### src/rtl/pesd_pkg.sv
// shared types, constants and helpers for the pes packet depacketizer
// no dependencies; used by pesd_parser and the top level
`default_nettype none

package pesd_pkg;

    localparam int unsigned POS_W = 17;
    localparam int unsigned LEN_W = 16;
    localparam int unsigned OFF_W = 9;

    localparam logic [POS_W-1:0] POS_MAX = '1;

    // byte positions inside the fixed part of the header
    localparam logic [POS_W-1:0] POS_PREFIX0 = 17'd0;
    localparam logic [POS_W-1:0] POS_PREFIX1 = 17'd1;
    localparam logic [POS_W-1:0] POS_PREFIX2 = 17'd2;
    localparam logic [POS_W-1:0] POS_STREAM  = 17'd3;
    localparam logic [POS_W-1:0] POS_LEN_HI  = 17'd4;
    localparam logic [POS_W-1:0] POS_LEN_LO  = 17'd5;
    localparam logic [POS_W-1:0] POS_HDR_LEN = 17'd8;

    localparam logic [POS_W-1:0] BASE_HDR_BYTES = 17'd6;
    localparam logic [OFF_W-1:0] OFF_NO_HDR     = 9'd6;
    localparam logic [OFF_W-1:0] OFF_WITH_HDR   = 9'd9;

    localparam logic [23:0] PREFIX_CODE = 24'h000001;
    localparam logic [7:0]  MIN_STREAM  = 8'hBC;

    typedef enum logic
    {
        PHASE_IDLE,
        PHASE_ACTIVE
    } phase_t;

    typedef struct packed
    {
        logic       valid;
        logic [7:0] payload_byte;
        logic [7:0] stream_code;
        logic       first_in_packet;
        logic       last_in_packet;
        logic       length_unbounded;
    } result_t;

    // ids that carry no optional pes header
    function automatic logic id_has_no_header(input logic [7:0] id);
        return id == 8'hBC || id == 8'hBE || id == 8'hBF || id == 8'hF0 ||
               id == 8'hF1 || id == 8'hF2 || id == 8'hF8 || id == 8'hFF;
    endfunction

endpackage

`default_nettype wire

### src/rtl/pes_packet_depacketizer_core.sv
// a payload byte appears on the output in the cycle after its input transaction
// one byte per cycle barring output stalls; one parse step ahead of the output register
// the input stays ready while the output register is empty or being drained
// header bytes, dropped packets and bytes past the declared end give no output
// reset (asynchronous, active low) returns the parser to idle and empties the output
// top level of the pes packet depacketizer; depends on pesd_pkg and pesd_parser
`default_nettype none

module pes_packet_depacketizer_core
(
    input  wire logic        clk,
    input  wire logic        rst_n,
    input  wire logic        s_axis_tvalid,
    output      logic        s_axis_tready,
    input  wire logic [7:0]  s_axis_tdata,   // [7:0] data_byte
    input  wire logic        s_axis_tuser,   // [0] unit_start
    output      logic        m_axis_tvalid,
    input  wire logic        m_axis_tready,
    output      logic [7:0]  m_axis_tdata,   // [7:0] payload_byte
    output      logic [9:0]  m_axis_tuser,   // [7:0] stream_code, [8] first_in_packet,
                                             // [9] length_unbounded
    output      logic        m_axis_tlast    // last_in_packet
);

    pesd_pkg::result_t res;
    logic              s_accept;
    logic              out_valid_reg, out_valid_next;
    logic [7:0]        out_data_reg;
    logic [9:0]        out_user_reg;
    logic              out_last_reg;

    assign s_axis_tready = !out_valid_reg || m_axis_tready;
    assign s_accept      = s_axis_tvalid && s_axis_tready;

    pesd_parser u_parser
    (
        .clk        (clk),
        .rst_n      (rst_n),
        .step       (s_accept),
        .data_byte  (s_axis_tdata),
        .unit_start (s_axis_tuser),
        .res        (res)
    );

    always_comb
    begin
        out_valid_next = out_valid_reg;
        if (s_accept)
            out_valid_next = res.valid;
        else if (m_axis_tready)
            out_valid_next = 1'b0;
    end

    always_ff @(posedge clk or negedge rst_n)
    begin
        if (!rst_n)
        begin
            out_valid_reg <= 1'b0;
        end
        else
        begin
            out_valid_reg <= out_valid_next;
        end
    end

    // payload side of the output register, loaded only with a real result
    always_ff @(posedge clk)
    begin
        if (s_accept && res.valid)
        begin
            out_data_reg <= res.payload_byte;
            out_user_reg <= {res.length_unbounded, res.first_in_packet, res.stream_code};
            out_last_reg <= res.last_in_packet;
        end
    end

    assign m_axis_tvalid = out_valid_reg;
    assign m_axis_tdata  = out_data_reg;
    assign m_axis_tuser  = out_user_reg;
    assign m_axis_tlast  = out_last_reg;

endmodule

`default_nettype wire

### src/rtl/pesd_parser.sv
// per-packet parse state and the decision for one byte
// depends on pesd_pkg
`default_nettype none

module pesd_parser
(
    input  wire logic              clk,
    input  wire logic              rst_n,
    input  wire logic              step,
    input  wire logic [7:0]        data_byte,
    input  wire logic              unit_start,
    output pesd_pkg::result_t      res
);

    pesd_pkg::phase_t                 phase_reg, phase_next;
    logic [pesd_pkg::POS_W-1:0]       pos_reg, pos_next;
    logic [7:0]                       stream_reg, stream_next;
    logic [pesd_pkg::LEN_W-1:0]       len_reg, len_next;
    logic [pesd_pkg::OFF_W-1:0]       off_reg, off_next;
    logic                             first_reg, first_next;

    pesd_pkg::phase_t                 eff_phase;
    logic [pesd_pkg::POS_W-1:0]       eff_pos;
    logic [7:0]                       eff_stream;
    logic [pesd_pkg::LEN_W-1:0]       eff_len;
    logic [pesd_pkg::OFF_W-1:0]       eff_off;
    logic                             eff_first;
    logic                             bounded;
    logic [pesd_pkg::POS_W-1:0]       end_pos;
    logic                             is_last;
    logic                             emit;

    always_comb
    begin
        // a packet start resets the context before the byte is examined
        eff_phase  = unit_start ? pesd_pkg::PHASE_ACTIVE : phase_reg;
        eff_pos    = unit_start ? '0 : pos_reg;
        eff_stream = unit_start ? '0 : stream_reg;
        eff_len    = unit_start ? '0 : len_reg;
        eff_off    = unit_start ? pesd_pkg::OFF_NO_HDR : off_reg;
        eff_first  = unit_start ? 1'b1 : first_reg;

        phase_next  = eff_phase;
        pos_next    = eff_pos;
        stream_next = eff_stream;
        len_next    = eff_len;
        off_next    = eff_off;
        first_next  = eff_first;

        bounded = eff_len != '0;
        end_pos = pesd_pkg::BASE_HDR_BYTES + {1'b0, eff_len};
        is_last = bounded && (eff_pos + 17'd1 == end_pos);
        emit    = 1'b0;

        if (eff_phase == pesd_pkg::PHASE_ACTIVE)
        begin
            if (eff_pos != pesd_pkg::POS_MAX)
            begin
                pos_next = eff_pos + 17'd1;
            end
            case (eff_pos)
                pesd_pkg::POS_PREFIX0:
                begin
                    if (data_byte != pesd_pkg::PREFIX_CODE[23:16])
                        phase_next = pesd_pkg::PHASE_IDLE;
                end
                pesd_pkg::POS_PREFIX1:
                begin
                    if (data_byte != pesd_pkg::PREFIX_CODE[15:8])
                        phase_next = pesd_pkg::PHASE_IDLE;
                end
                pesd_pkg::POS_PREFIX2:
                begin
                    if (data_byte != pesd_pkg::PREFIX_CODE[7:0])
                        phase_next = pesd_pkg::PHASE_IDLE;
                end
                pesd_pkg::POS_STREAM:
                begin
                    if (data_byte < pesd_pkg::MIN_STREAM)
                    begin
                        phase_next = pesd_pkg::PHASE_IDLE;
                    end
                    else
                    begin
                        stream_next = data_byte;
                        off_next    = pesd_pkg::id_has_no_header(data_byte)
                                    ? pesd_pkg::OFF_NO_HDR : pesd_pkg::OFF_WITH_HDR;
                    end
                end
                pesd_pkg::POS_LEN_HI:
                begin
                    len_next = {data_byte, 8'h00};
                end
                pesd_pkg::POS_LEN_LO:
                begin
                    len_next = {eff_len[15:8], data_byte};
                end
                default:
                begin
                    if (bounded && eff_pos >= end_pos)
                    begin
                        phase_next = pesd_pkg::PHASE_IDLE;
                    end
                    else if (eff_pos == pesd_pkg::POS_HDR_LEN &&
                             !pesd_pkg::id_has_no_header(eff_stream))
                    begin
                        off_next = pesd_pkg::OFF_WITH_HDR + {1'b0, data_byte};
                    end
                    else if (eff_pos >= {8'd0, eff_off})
                    begin
                        emit       = 1'b1;
                        first_next = 1'b0;
                        if (is_last)
                            phase_next = pesd_pkg::PHASE_IDLE;
                    end
                end
            endcase
        end

        res.valid            = step && emit;
        res.payload_byte     = data_byte;
        res.stream_code      = eff_stream;
        res.first_in_packet  = eff_first;
        res.last_in_packet   = is_last;
        res.length_unbounded = !bounded;
    end

    always_ff @(posedge clk or negedge rst_n)
    begin
        if (!rst_n)
        begin
            phase_reg  <= pesd_pkg::PHASE_IDLE;
            pos_reg    <= '0;
            stream_reg <= '0;
            len_reg    <= '0;
            off_reg    <= pesd_pkg::OFF_NO_HDR;
            first_reg  <= 1'b1;
        end
        else if (step)
        begin
            phase_reg  <= phase_next;
            pos_reg    <= pos_next;
            stream_reg <= stream_next;
            len_reg    <= len_next;
            off_reg    <= off_next;
            first_reg  <= first_next;
        end
    end

endmodule

`default_nettype wire

### config.mk
export PLATFORM = sky130hd
export DESIGN_NAME = pes_packet_depacketizer_core
export DESIGN_NICKNAME = d
export VERILOG_FILES = /design/src/rtl/pesd_pkg.sv /design/src/rtl/pes_packet_depacketizer_core.sv /design/src/rtl/pesd_parser.sv
export SDC_FILE = /design/constraint.sdc
export NUM_CORES = 1
export LEC_CHECK = 0
export ABC_CLOCK_PERIOD_IN_PS = 3500
export BUFFER_PORTS_ARGS = -buffer_cell sky130_fd_sc_hd__buf_2
export CAP_MARGIN = 10
export CORE_ASPECT_RATIO = 1.5
export CORE_MARGIN = 3
export CORE_UTILIZATION = 51
export DETAILED_ROUTE_END_ITERATION = 10
export HOLD_SLACK_MARGIN = 0.08
export PLACE_DENSITY = 0.79
export SLEW_MARGIN = 20
export SYNTH_ARGS = -nofsm -noshare
export SYNTH_HDL_FRONTEND = slang
export SYNTH_SLANG_ARGS = --single-unit
### constraint.sdc
create_clock -name clk -period 3.5 [get_ports clk]
set_input_delay 0.175 -clock clk [delete_from_list [all_inputs] [get_ports clk]]
set_output_delay 0.175 -clock clk [all_outputs]
set_load 0.1 [all_outputs]
==> run metrics, run 1 <==
Critical Path Fanout Max=20; WP data required=about 3600 ps; PnR worst setup slack=about 160 ps; Hold WS=114 ps; max-cap viol count=0; Die Ht=133 um; die area=~0.012 mm^2; vias=4993; ANT cells=0; status=completed; CP Launch Type=flop; Syn Inst Count=about 600; placed cells=about 760; synth cell count leaders=50 x dfrtp_1, 47 x nand2_1, 43 x nor2_1; Final period util=0.954; CTS tree=done; Synth Register Bits=72; vias in the first global route=4909; Clock Latency Late Sink=approximately 350 ps; CP Class=reg -> reg; Reg2Reg Depth=15; power density cells=414 mW/mm^2; Filler Cells Inserted=around 880; Final #Nets=between 600 and 700; CTS root buf=clkbuf_16; Routed WL per cell=between 20 and 25 um; Synth area leaders=dfrtp_1 23%, edfxtp_1 10%, ha_1 8.3%, xnor2_1 4.2%, a22o_1 3.7%; worst-margin pin slew=between 800 and 900 ps; peak supply drop=approximately 0.00025 V; R2R Setup Slk=160 ps; Synth area leader=dfrtp_1; crit path cell chain=buf_4, o21a_1, xor2_1, nor2b_1, inv_1, ha_1, a21o_1, a21oi_1, o211ai_1, a21oi_1, o21ai_1, nand2_1, nand3_1, inv_1, buf_12; initial antenna violation count=0; RR Startpoint=u_parser.len_reg[1]; Final Setup Violations=0; post-synthesis cell area=around 0.0054 mm^2; Reg-to-Reg End=m_axis_tdata[2]; Fin. Hold Viols=0; CP peak stage delay=around 420 ps; total routed wirelength=16300 um; hold depth=3; Place WS=a little over 30 ps; dpl hpwl=about 12000 um; Starting DRT DRC Count=approximately 430; gr ovfl total=0; Ports=34; Crit path arrival time=3390 ps; Core Box Area=around 0.01 mm^2; most frequent cell after synthesis=dfrtp_1; Fin Clk Skew=approximately 10 ps; # clock sinks=between 70 and 80; setup TNS=0 ps; hold path startpoint=m_axis_tready; sequential fraction of the synthesis area=0.349; clock transition at the registers of the reported paths=~60 ps; yosys warns=0; Max Slew Vio Count=0; number of flip-flops in the largest register=17; DRT antenna net count=0; Max stage delay cell, worst path=dfrtp_1; pin count of the biggest net entering global routing=38; CP endpoint kind=flop; Hold Crit Class=in -> reg; First-pass DRT Iterations=5; Avg Vias per Cell=around 6.4; Syn Area/Cell=around 9.1 um^2; min cycle time layout=~3300 ps; input/output buffers=33; drc violations=0; Synthesized Nets=~650; Num CTS Buffers=9; Die X-Extent=approximately 90 um; slew margin rel.=0.444; Cell variety after synth=74; Placement Rows=45; asr flop ratio synth=0.736; Total GRT Usage=0.273; Starting Density=0.531; share of post-route cells with drive strength above 1=0.192; Post-Layout Cell Count=between 700 and 800; htree depth=3; CTS max path bufs=2; first-pass GRT wire length=25800 um; routability cong.=0.942; worst hold path endpoint=m_axis_tvalid; fmax=299 MHz; static leakage=between 2 and 3 nW; synth-to-layout area growth=14.6%; number of synthesized flops with an enable pin=19; Most used DFF post-synth=dfrtp_1; area share of the largest cell type after synthesis=0.230
==> final cells by class <==
class	count	area, um^2	area share
Clock buffer	9	225	0.0361
Clock inverter	7	76.3	0.0122
Multi-Input combinational cell	462	3350	0.536
Sequential cell	72	1910	0.305
Timing Repair Buffer	65	420	0.0674
Inverter	24	90.1	0.0144
Tap cell	141	176	0.0283
==> kinds of logic (layout without fill, tap and decap cells) <==
family,count (synthesis),count (layout),synth area share
muxes,8,8,0.0149
adders and majority gates,37,37,0.0846
DFF,72,72,0.349
buffers and inverters,63,105,0.0494
AOI/OAI and AO/OA,153,153,0.206
xor gates and xnor gates,39,39,0.0653
and+or+nand+nor,225,225,0.231
==> through the flow <==
stage / power, mW / util / instance area, um^2
after detailed placement: 1.63 / 0.569 / 5840
after global placement: 1.61 / 0.569 / 5840
after floorplan: 1.43 / - / 5480
final: 2.58 / 0.609 / 6240
after CTS: 2.57 / 0.601 / 6160
after global routing: 2.69 / 0.609 / 6240
==> routing by layer <==
metal	vias to the layer above	GRT usage	share of wire
met2	234	0.478	0.50
met1	2405	0.299	0.37
li1	2266	-	-
met5	-	0	0
met3	88	0.0438	0.052
met4	0	0.190	0.076
==> worst max-delay path by stage <==
stage / to / slack, ps / cells after the start / from
floorplan: u_parser.phase_reg / 70 / 21 / s_axis_tuser
global placement: m_axis_tuser[9] / 60 / 14 / u_parser.len_reg[5]
detailed placement: u_parser.off_reg[4] / 30 / 14 / u_parser.len_reg[5]
CTS: m_axis_tdata[2] / 40 / 14 / u_parser.len_reg[5]
global route: m_axis_tlast / -30 / 15 / u_parser.pos_reg[0]
finish: m_axis_tdata[2] / 160 / 15 / u_parser.len_reg[1]
==> cell usage in the layout (no fill, tap or decap), types with 13 or more instances in the layout <==
cell	netlist	layout
inv_1	24	24
a22o_1	23	23
xnor2_1	26	26
buf_2	12	33
a21o_1	13	13
nand2_1	47	46
nor2_1	43	42
nand2b_1	17	15
o21ai_0	30	29
nor2b_1	30	29
edfxtp_1	19	19
buf_4	0	30
ha_1	36	36
a21oi_1	18	17
dfrtp_1	50	46
==> where the power goes <==
part	switching, mW	internal [mW]	leakage [nW]	total [mW]
registers	0.0682	0.937	0.894	1.01
logic	0.405	0.223	1.68	0.628
clock network	0.391	0.558	0.143	0.949
total	0.864	1.72	2.72	2.58
==> critical path: cells and delay by family (launching register included) <==
kind / cells / cell delay, ps
AOI/OAI and AO/OA: 6 / 980
xor gates and xnor gates: 1 / 300
adders and majority gates: 1 / 300
buffers and inverters: 4 / 540
DFF: 1 / 420
and+or+nand+nor: 3 / 520
==> what timing repair did <==
item	in CTS	in global routing
buffers inserted	0	6
pin swaps	0	4
hold buffers	1	0
hold endpoints to repair	13	0
resized for setup	1	12
endpoints found under the setup margin	19	31
Power figures use the tool's default switching activity.
==> run 2, diff against run 1 <==
--- a/config.mk
+++ b/config.mk
@@ -5,6 +5,7 @@
 export SDC_FILE = /design/constraint.sdc
 export NUM_CORES = 1
 export LEC_CHECK = 0
+export ABC_AREA = 1
 export ABC_CLOCK_PERIOD_IN_PS = 3500
 export BUFFER_PORTS_ARGS = -buffer_cell sky130_fd_sc_hd__buf_2
 export CAP_MARGIN = 10
==> run 2 against run 1 <==
Maximum frequency rose by 4.2%; hold slack lost 10 ps; design area rose by 16%; sequential share of layout area shrank 4.3 points; non-clock buffer count increased by 13; clock power rose by 3.1%; critical path type unchanged; largest cell class unchanged.
==> run metrics, run 2 <==
CTS root buf=clkbuf_16 (unchanged); CP endpoint kind=flop (unchanged); Synth Register Bits=72 (unchanged); htree depth=3 (unchanged); Fin Clk Skew=9.67 ps (was 10.3 ps); Hold Crit Class=in -> reg (unchanged); Cell variety after synth=52 (was 74); vias=6750 (was 4993); Die Ht=143 um (was 133 um); drc violations=0 (unchanged); clock transition at the registers of the reported paths=60 ps (about the same); unrepaired setup endpoints after global routing=false; met1 wire length=7340 um (was 6050 um); R2R Setup Slk=300 ps (was 160 ps); fmax=312 MHz (was 299 MHz); Synth area leader=dfrtp_1 (unchanged); area share of the largest cell type after synthesis=0.197 (was 0.230); met2 wirelength from detailed routing=10300 um (was 8160 um); most frequent cell after synthesis=nand2_1 (was dfrtp_1); dpl cell area=0.00693 mm^2 (was 0.00584 mm^2); Most used DFF post-synth=dfrtp_1 (unchanged); CTS tree=done (unchanged); Starting DRT DRC Count=569 (was 425); total routed wirelength=20400 um (was 16300 um); max-cap viol count=0 (unchanged); number of flip-flops in the largest register=17 (unchanged); CP Launch Type=flop (unchanged); CP Class=reg -> reg (unchanged); commonest non-fill, non-tap cell in the layout=nand2_1; power density cells=736 mW/mm^2 (was 414 mW/mm^2); pin count of the biggest net entering global routing=41 (was 38); Routed WL per cell=17.4 um (was 20.9 um); fin area=0.00726 mm^2 (was 0.00624 mm^2); Max Slew Vio Count=0 (unchanged); post-CTS setup buffer count=0 (unchanged); Starting Density=0.526 (was 0.531); Placement Rows=49 (was 45); CTS max path bufs=2 (unchanged); placed cells=1157 (was 757); routability cong.=0.983 (was 0.942); dpl hpwl=16000 um (was 12300 um); Final Setup Violations=0 (unchanged); Avg Vias per Cell=5.75 (was 6.40); Synth area leaders=dfrtp_1 20%, nand2_1 13%, edfxtp_1 9.0%, inv_1 7.2%, ha_1 7.1% (was dfrtp_1 23%, edfxtp_1 10%, ha_1 8.3%, xnor2_1 4.2%, a22o_1 3.7%); share of post-route cells with drive strength above 1=0.159 (was 0.192); Syn Area/Cell=6.68 um^2 (was 9.12 um^2); input/output buffers=33 (unchanged); Core Box Area=0.0121 mm^2 (was 0.0102 mm^2); sequential fraction of the synthesis area=0.299 (was 0.349); # clock sinks=72 (unchanged); synth cell count leaders=225 x nand2_1, 122 x inv_1, 115 x nor2_1 (was 50 x dfrtp_1, 47 x nand2_1, 43 x nor2_1); top sig layer=met4 (unchanged); status=completed (unchanged); die area=0.0139 mm^2 (was 0.0120 mm^2); number of synthesized flops with an enable pin=19 (unchanged); Synthesized Nets=1001 (was 646); Fin. Hold Viols=0 (unchanged); Hold WS=104 ps (was 114 ps); Ports=34 (unchanged); DRT antenna net count=0 (unchanged); gr ovfl total=0 (unchanged); Post-Layout Cell Count=1174 (was 780); ANT cells=0 (unchanged); Crit path arrival time=3190 ps (was 3390 ps); Syn Inst Count=952 (was 597); First-pass DRT Iterations=5 (unchanged); initial antenna violation count=0 (unchanged); Num CTS Buffers=9 (unchanged); met3 wire length=1270 um (was 845 um); first-pass GRT wire length=32700 um (was 25800 um); vias in the first global route=6594 (was 4909); Final #Nets=1065 (was 683); peak supply drop=0.000527 V (was 0.000248 V); Total GRT Usage=0.298 (was 0.273); Die X-Extent=97.2 um (was 90.4 um); most frequent cells in the layout=225 x nand2_1, 122 x inv_1, 114 x nor2_1 (was 46 x nand2_1, 46 x dfrtp_1, 42 x nor2_1); yosys warns=0 (unchanged); slew margin rel.=0.396 (was 0.444); post-synthesis cell area=0.00636 mm^2 (was 0.00544 mm^2); WP data required=3480 ps (was 3550 ps); worst-margin pin slew=902 ps (was 829 ps); asr flop ratio synth=0.736 (unchanged); synth-to-layout area growth=14.2% (was 14.6%); Filler Cells Inserted=1101 (was 876); min cycle time layout=3200 ps (was 3340 ps); Critical Path Fanout Max=20 (unchanged); static leakage=3.57 nW (was 2.72 nW); Final period util=0.915 (was 0.954); Clock Latency Late Sink=350 ps (about the same)
-- run 2: cell count changes after synthesis, sizes merged, moves of 17 or more --
| cell | before | now |
|---|---|---|
| inv | 24 | 138 |
| nand2b | 17 | 0 |
| xnor2 | 26 | 4 |
| nand2 | 47 | 238 |
| a21oi | 19 | 58 |
| nor2b | 30 | 0 |
| o21ai | 34 | 76 |
| nor2 | 43 | 134 |
| nand3 | 12 | 59 |
| nand4 | 11 | 29 |
| a22o | 23 | 0 |
-- run 2: path summary, 6_finish.rpt --
check / cells past startpoint / endpoint / from
worst max register to register: 15 / m_axis_tuser[3] / u_parser.len_reg[6]
worst min-delay path: 1 / m_axis_tdata[7] / s_axis_tdata[7]
worst max-delay path: 15 / m_axis_tuser[3] / u_parser.len_reg[6]
worst min register to register: 2 / u_parser.first_reg / u_parser.first_reg
max in group asynchronous: 3 / u_parser.off_reg[2] / rst_n
min in group asynchronous: 2 / u_parser.pos_reg[15] / rst_n
-- run 2: per-layer routing --
layer | global-route usage | vias up
li1 | - | 3277
met1 | 0.313 | 3088
met4 | 0.204 | 0
met2 | 0.543 | 300
met5 | 0 | -
met3 | 0.0494 | 85
-- run 2: stage by stage --
| stage | utilization | worst slack (ps) | setup TNS (ps) | power (mW) |
|---|---|---|---|---|
| 6_report | 0.601 | 296 | 0 | 5.34 |
| 3_3_place_gp | 0.574 | 63.3 | 0 | 4.28 |
| 3_5_place_dp | 0.574 | -77.2 | -1430 | 4.31 |
| 5_1_grt | 0.601 | 38.1 | 0 | 5.68 |
| 4_1_cts | 0.600 | 19.8 | 0 | 5.31 |
| 2_1_floorplan | - | 50.3 | 0 | 3.55 |
-- run 2: repair_timing --
item	4_1_cts	5_1_grt
resized for setup	0	0
hold buffers	1	0
hold endpoints to repair	20	0
setup endpoints to repair	0	0
-- run 2: cell type report --
| class | count | area (um^2) | share of cell area |
|---|---|---|---|
| Timing Repair Buffer | 78 | 531 | 0.0731 |
| Sequential cell | 72 | 1900 | 0.262 |
| Inverter | 139 | 526 | 0.0724 |
| Multi-Input combinational cell | 716 | 3800 | 0.524 |
| Clock buffer | 9 | 225 | 0.0310 |
| Tap cell | 153 | 191 | 0.0264 |
| Clock inverter | 7 | 83.8 | 0.0116 |
-- run 2: cell families after synthesis --
logic type / share of synthesized area
xor+xnor: 0.0165
fa+ha+maj: 0.0709
simple gates: 0.366
flops: 0.299
buf+inv: 0.104
compound gates: 0.144
-- run 2: critical path, cell delays in order, from the launching register on --
cell and delay, ps:
dfrtp_1 380, inv_1 90, nor2_2 120, nand2_1 100
nor2_2 200, nand2_1 110, nor4_1 170, inv_1 70
ha_1 320, a21oi_1 130, o21ai_0 90, nor2_1 180
nand4_1 110, nand2_1 110, nand2_1 120, nor2_4 520
-- run 2: report_power, final --
group	switching, mW	internal, mW
sequential	0.185	1.18
combinational	2.17	0.835
clock	0.412	0.566
==> run 3, diff against run 2 <==
--- a/config.mk
+++ b/config.mk
@@ -6,7 +6,7 @@
 export NUM_CORES = 1
 export LEC_CHECK = 0
 export ABC_AREA = 1
-export ABC_CLOCK_PERIOD_IN_PS = 3500
+export ABC_CLOCK_PERIOD_IN_PS = 3900
 export BUFFER_PORTS_ARGS = -buffer_cell sky130_fd_sc_hd__buf_2
 export CAP_MARGIN = 10
 export CORE_ASPECT_RATIO = 1.5
@@ -14,7 +14,7 @@
 export CORE_UTILIZATION = 51
 export DETAILED_ROUTE_END_ITERATION = 10
 export HOLD_SLACK_MARGIN = 0.08
-export PLACE_DENSITY = 0.79
+export PLACE_DENSITY = 0.76
 export SLEW_MARGIN = 20
 export SYNTH_ARGS = -nofsm -noshare
 export SYNTH_HDL_FRONTEND = slang
==> constraint.sdc (replaced) <==
create_clock -name clk -period 3.9 [get_ports clk]
set_input_delay 0.195 -clock clk [delete_from_list [all_inputs] [get_ports clk]]
set_output_delay 0.195 -clock clk [all_outputs]
set_load 0.1 [all_outputs]
==> run 3 against run 2 <==
Design area decreased by 3.9%; largest power group unchanged; sequential cell count unchanged; sequential share of layout area increased by 1.1 points; highest routed layer unchanged; largest cell class unchanged.
==> run metrics, run 3 (synthesis results as in run 2) <==
status=completed (unchanged); CTS root buf=clkbuf_16 (unchanged); number of flip-flops in the largest register=17 (unchanged); die area=0.0139 mm^2 (unchanged); Hold Crit Class=in -> reg (unchanged); ANT cells=0 (unchanged); total power=4.65 mW (was 5.34 mW); DRT antenna net count=0 (unchanged); Clock Latency Late Sink=350 ps (about the same); vias in the first global route=6361 (was 6594); WP data required=3930 ps (was 3480 ps); Routed WL per cell=17.3 um (was 17.4 um); routability cong.=0.957 (was 0.983); placed cells=1123 (was 1157); fmax=291 MHz (was 312 MHz); fin area=0.00697 mm^2 (was 0.00726 mm^2); post-cts resize count=0 (unchanged); CP peak stage delay=360 ps (was 520 ps); CP endpoint kind=flop (unchanged); total routed wirelength=19700 um (was 20400 um); Die Ht=143 um (unchanged); min cycle time layout=3430 ps (was 3200 ps); Hold WS=112 ps (was 104 ps); initial antenna violation count=0 (unchanged); dpl hpwl=15300 um (was 16000 um); final core utilization=0.577 (was 0.601); PnR worst setup slack=468 ps (was 296 ps); commonest non-fill, non-tap cell in the layout=nand2_1 (unchanged); Starting DRT DRC Count=457 (was 569); Final Setup Violations=0 (unchanged); first-pass GRT wire length=31900 um (was 32700 um); worst-margin pin slew=1030 ps (was 902 ps); met1 wire length=7650 um (was 7340 um); Ports=34 (unchanged); post-CTS setup buffer count=0 (unchanged); Fin. Hold Viols=0 (unchanged); Die X-Extent=97.2 um (unchanged); Total GRT Usage=0.290 (was 0.298); Num CTS Buffers=9 (unchanged); unrepaired setup endpoints after global routing=false (unchanged); Crit path arrival time=3460 ps (was 3190 ps); dpl cell area=0.00667 mm^2 (was 0.00693 mm^2); Final #Nets=1031 (was 1065); CP Launch Type=flop (unchanged); Max Slew Vio Count=0 (unchanged); Crit path buffers/inverters=3 (was 2); top sig layer=met4 (unchanged); met3 wire length=1070 um (was 1270 um); synth-to-layout area growth=9.70% (was 14.2%); Critical Path Fanout Max=18 (was 20); power density cells=668 mW/mm^2 (was 736 mW/mm^2); vias=6643 (was 6750); # clock sinks=72 (unchanged); First-pass DRT Iterations=8 (was 5); Filler Cells Inserted=1128 (was 1101); most frequent cells in the layout=225 x nand2_1, 121 x inv_1, 114 x nor2_1 (was 225 x nand2_1, 122 x inv_1, 114 x nor2_1); hold_buf cts=1 (unchanged); Placement Rows=49 (unchanged); setup TNS=0 ps (unchanged); pin count of the biggest net entering global routing=54 (was 41); CTS tree=done (unchanged); drc violations=0 (unchanged); most frequent CP cell=nand2_1 (unchanged); input/output buffers=33 (unchanged); share of post-route cells with drive strength above 1=0.131 (was 0.159); Crit path max-delay family=simple AND/OR/NAND/NOR gates (unchanged); crit path cell chain=inv_1, nor2_1, nand2_1, nor2_2, nand3_1, xor2_1, ha_1, nand2_1, inv_1, o21ai_0, a21oi_1, nor2_1, nand4_1, nand2_1, nand2_1, nor2_2, buf_4 (was inv_1, nor2_2, nand2_1, nor2_2, nand2_1, nor4_1, inv_1, ha_1, a21oi_1, o21ai_0, nor2_1, nand4_1, nand2_1, nand2_1, nor2_4); CP Class=reg -> reg (unchanged); Fin Clk Skew=14.3 ps (was 9.67 ps); met2 wirelength from detailed routing=9560 um (was 10300 um); CTS max path bufs=2 (unchanged); clock transition at the registers of the reported paths=70 ps (was 60 ps); Max stage delay cell, worst path=dfrtp_1 (was nor2_4); Post-Layout Cell Count=1140 (was 1174); Final period util=0.880 (was 0.915); peak supply drop=0.000466 V (was 0.000527 V); R2R Setup Slk=470 ps (was 300 ps); Starting Density=0.526 (unchanged); max-cap viol count=0 (unchanged); static leakage=3.40 nW (was 3.57 nW); Place WS=314 ps (was -77.2 ps); Avg Vias per Cell=5.83 (was 5.75); htree depth=3 (unchanged); Core Box Area=0.0121 mm^2 (unchanged); gr ovfl total=0 (unchanged); slew margin rel.=0.310 (was 0.396)
run 3: layout make-up:
cell class                 instances  area, um^2  area share
clock buffer                       9         225      0.0323
clock inverter                     7        72.6      0.0104
inverter                         139         526      0.0754
multi-input combinational        716        3790       0.544
sequential                        72        1900       0.273
tap                              153         191      0.0275
timing repair buffer              44         263      0.0377
run 3: metal layers:
metal | vias up | track usage
li1 | 3207 | -
met1 | 3042 | 0.326
met2 | 294 | 0.510
met3 | 100 | 0.0420
met4 | 0 | 0.192
met5 | - | 0
run 3: where the power goes:
part | switching [mW] | internal, mW | leakage (nW)
logic | 1.92 | 0.665 | 2.42
registers | 0.186 | 1.05 | 0.839
clock network | 0.382 | 0.451 | 0.143
total | 2.48 | 2.17 | 3.40
run 3: worst reg2reg max path, stage by stage (launching register included):
cell,delay [ps]
dfrtp_1,360
inv_1,110
nor2_1,210
nand2_1,100
nor2_2,200
nand3_1,150
xor2_1,270
ha_1,310
nand2_1,70
inv_1,50
o21ai_0,60
a21oi_1,80
nor2_1,120
nand4_1,110
nand2_1,310
nand2_1,140
nor2_2,180
buf_4,300
run 3: worst paths after layout:
kind,from,to,cells past startpoint
hold / removal,s_axis_tdata[7],m_axis_tdata[7],1
hold reg to reg,u_parser.first_reg,u_parser.first_reg,2
max in group asynchronous,rst_n,u_parser.len_reg[5],3
min in group asynchronous,rst_n,u_parser.pos_reg[9],3
setup reg to reg,u_parser.len_reg[7],m_axis_tuser[6],17
setup / recovery,u_parser.len_reg[7],m_axis_tuser[6],17
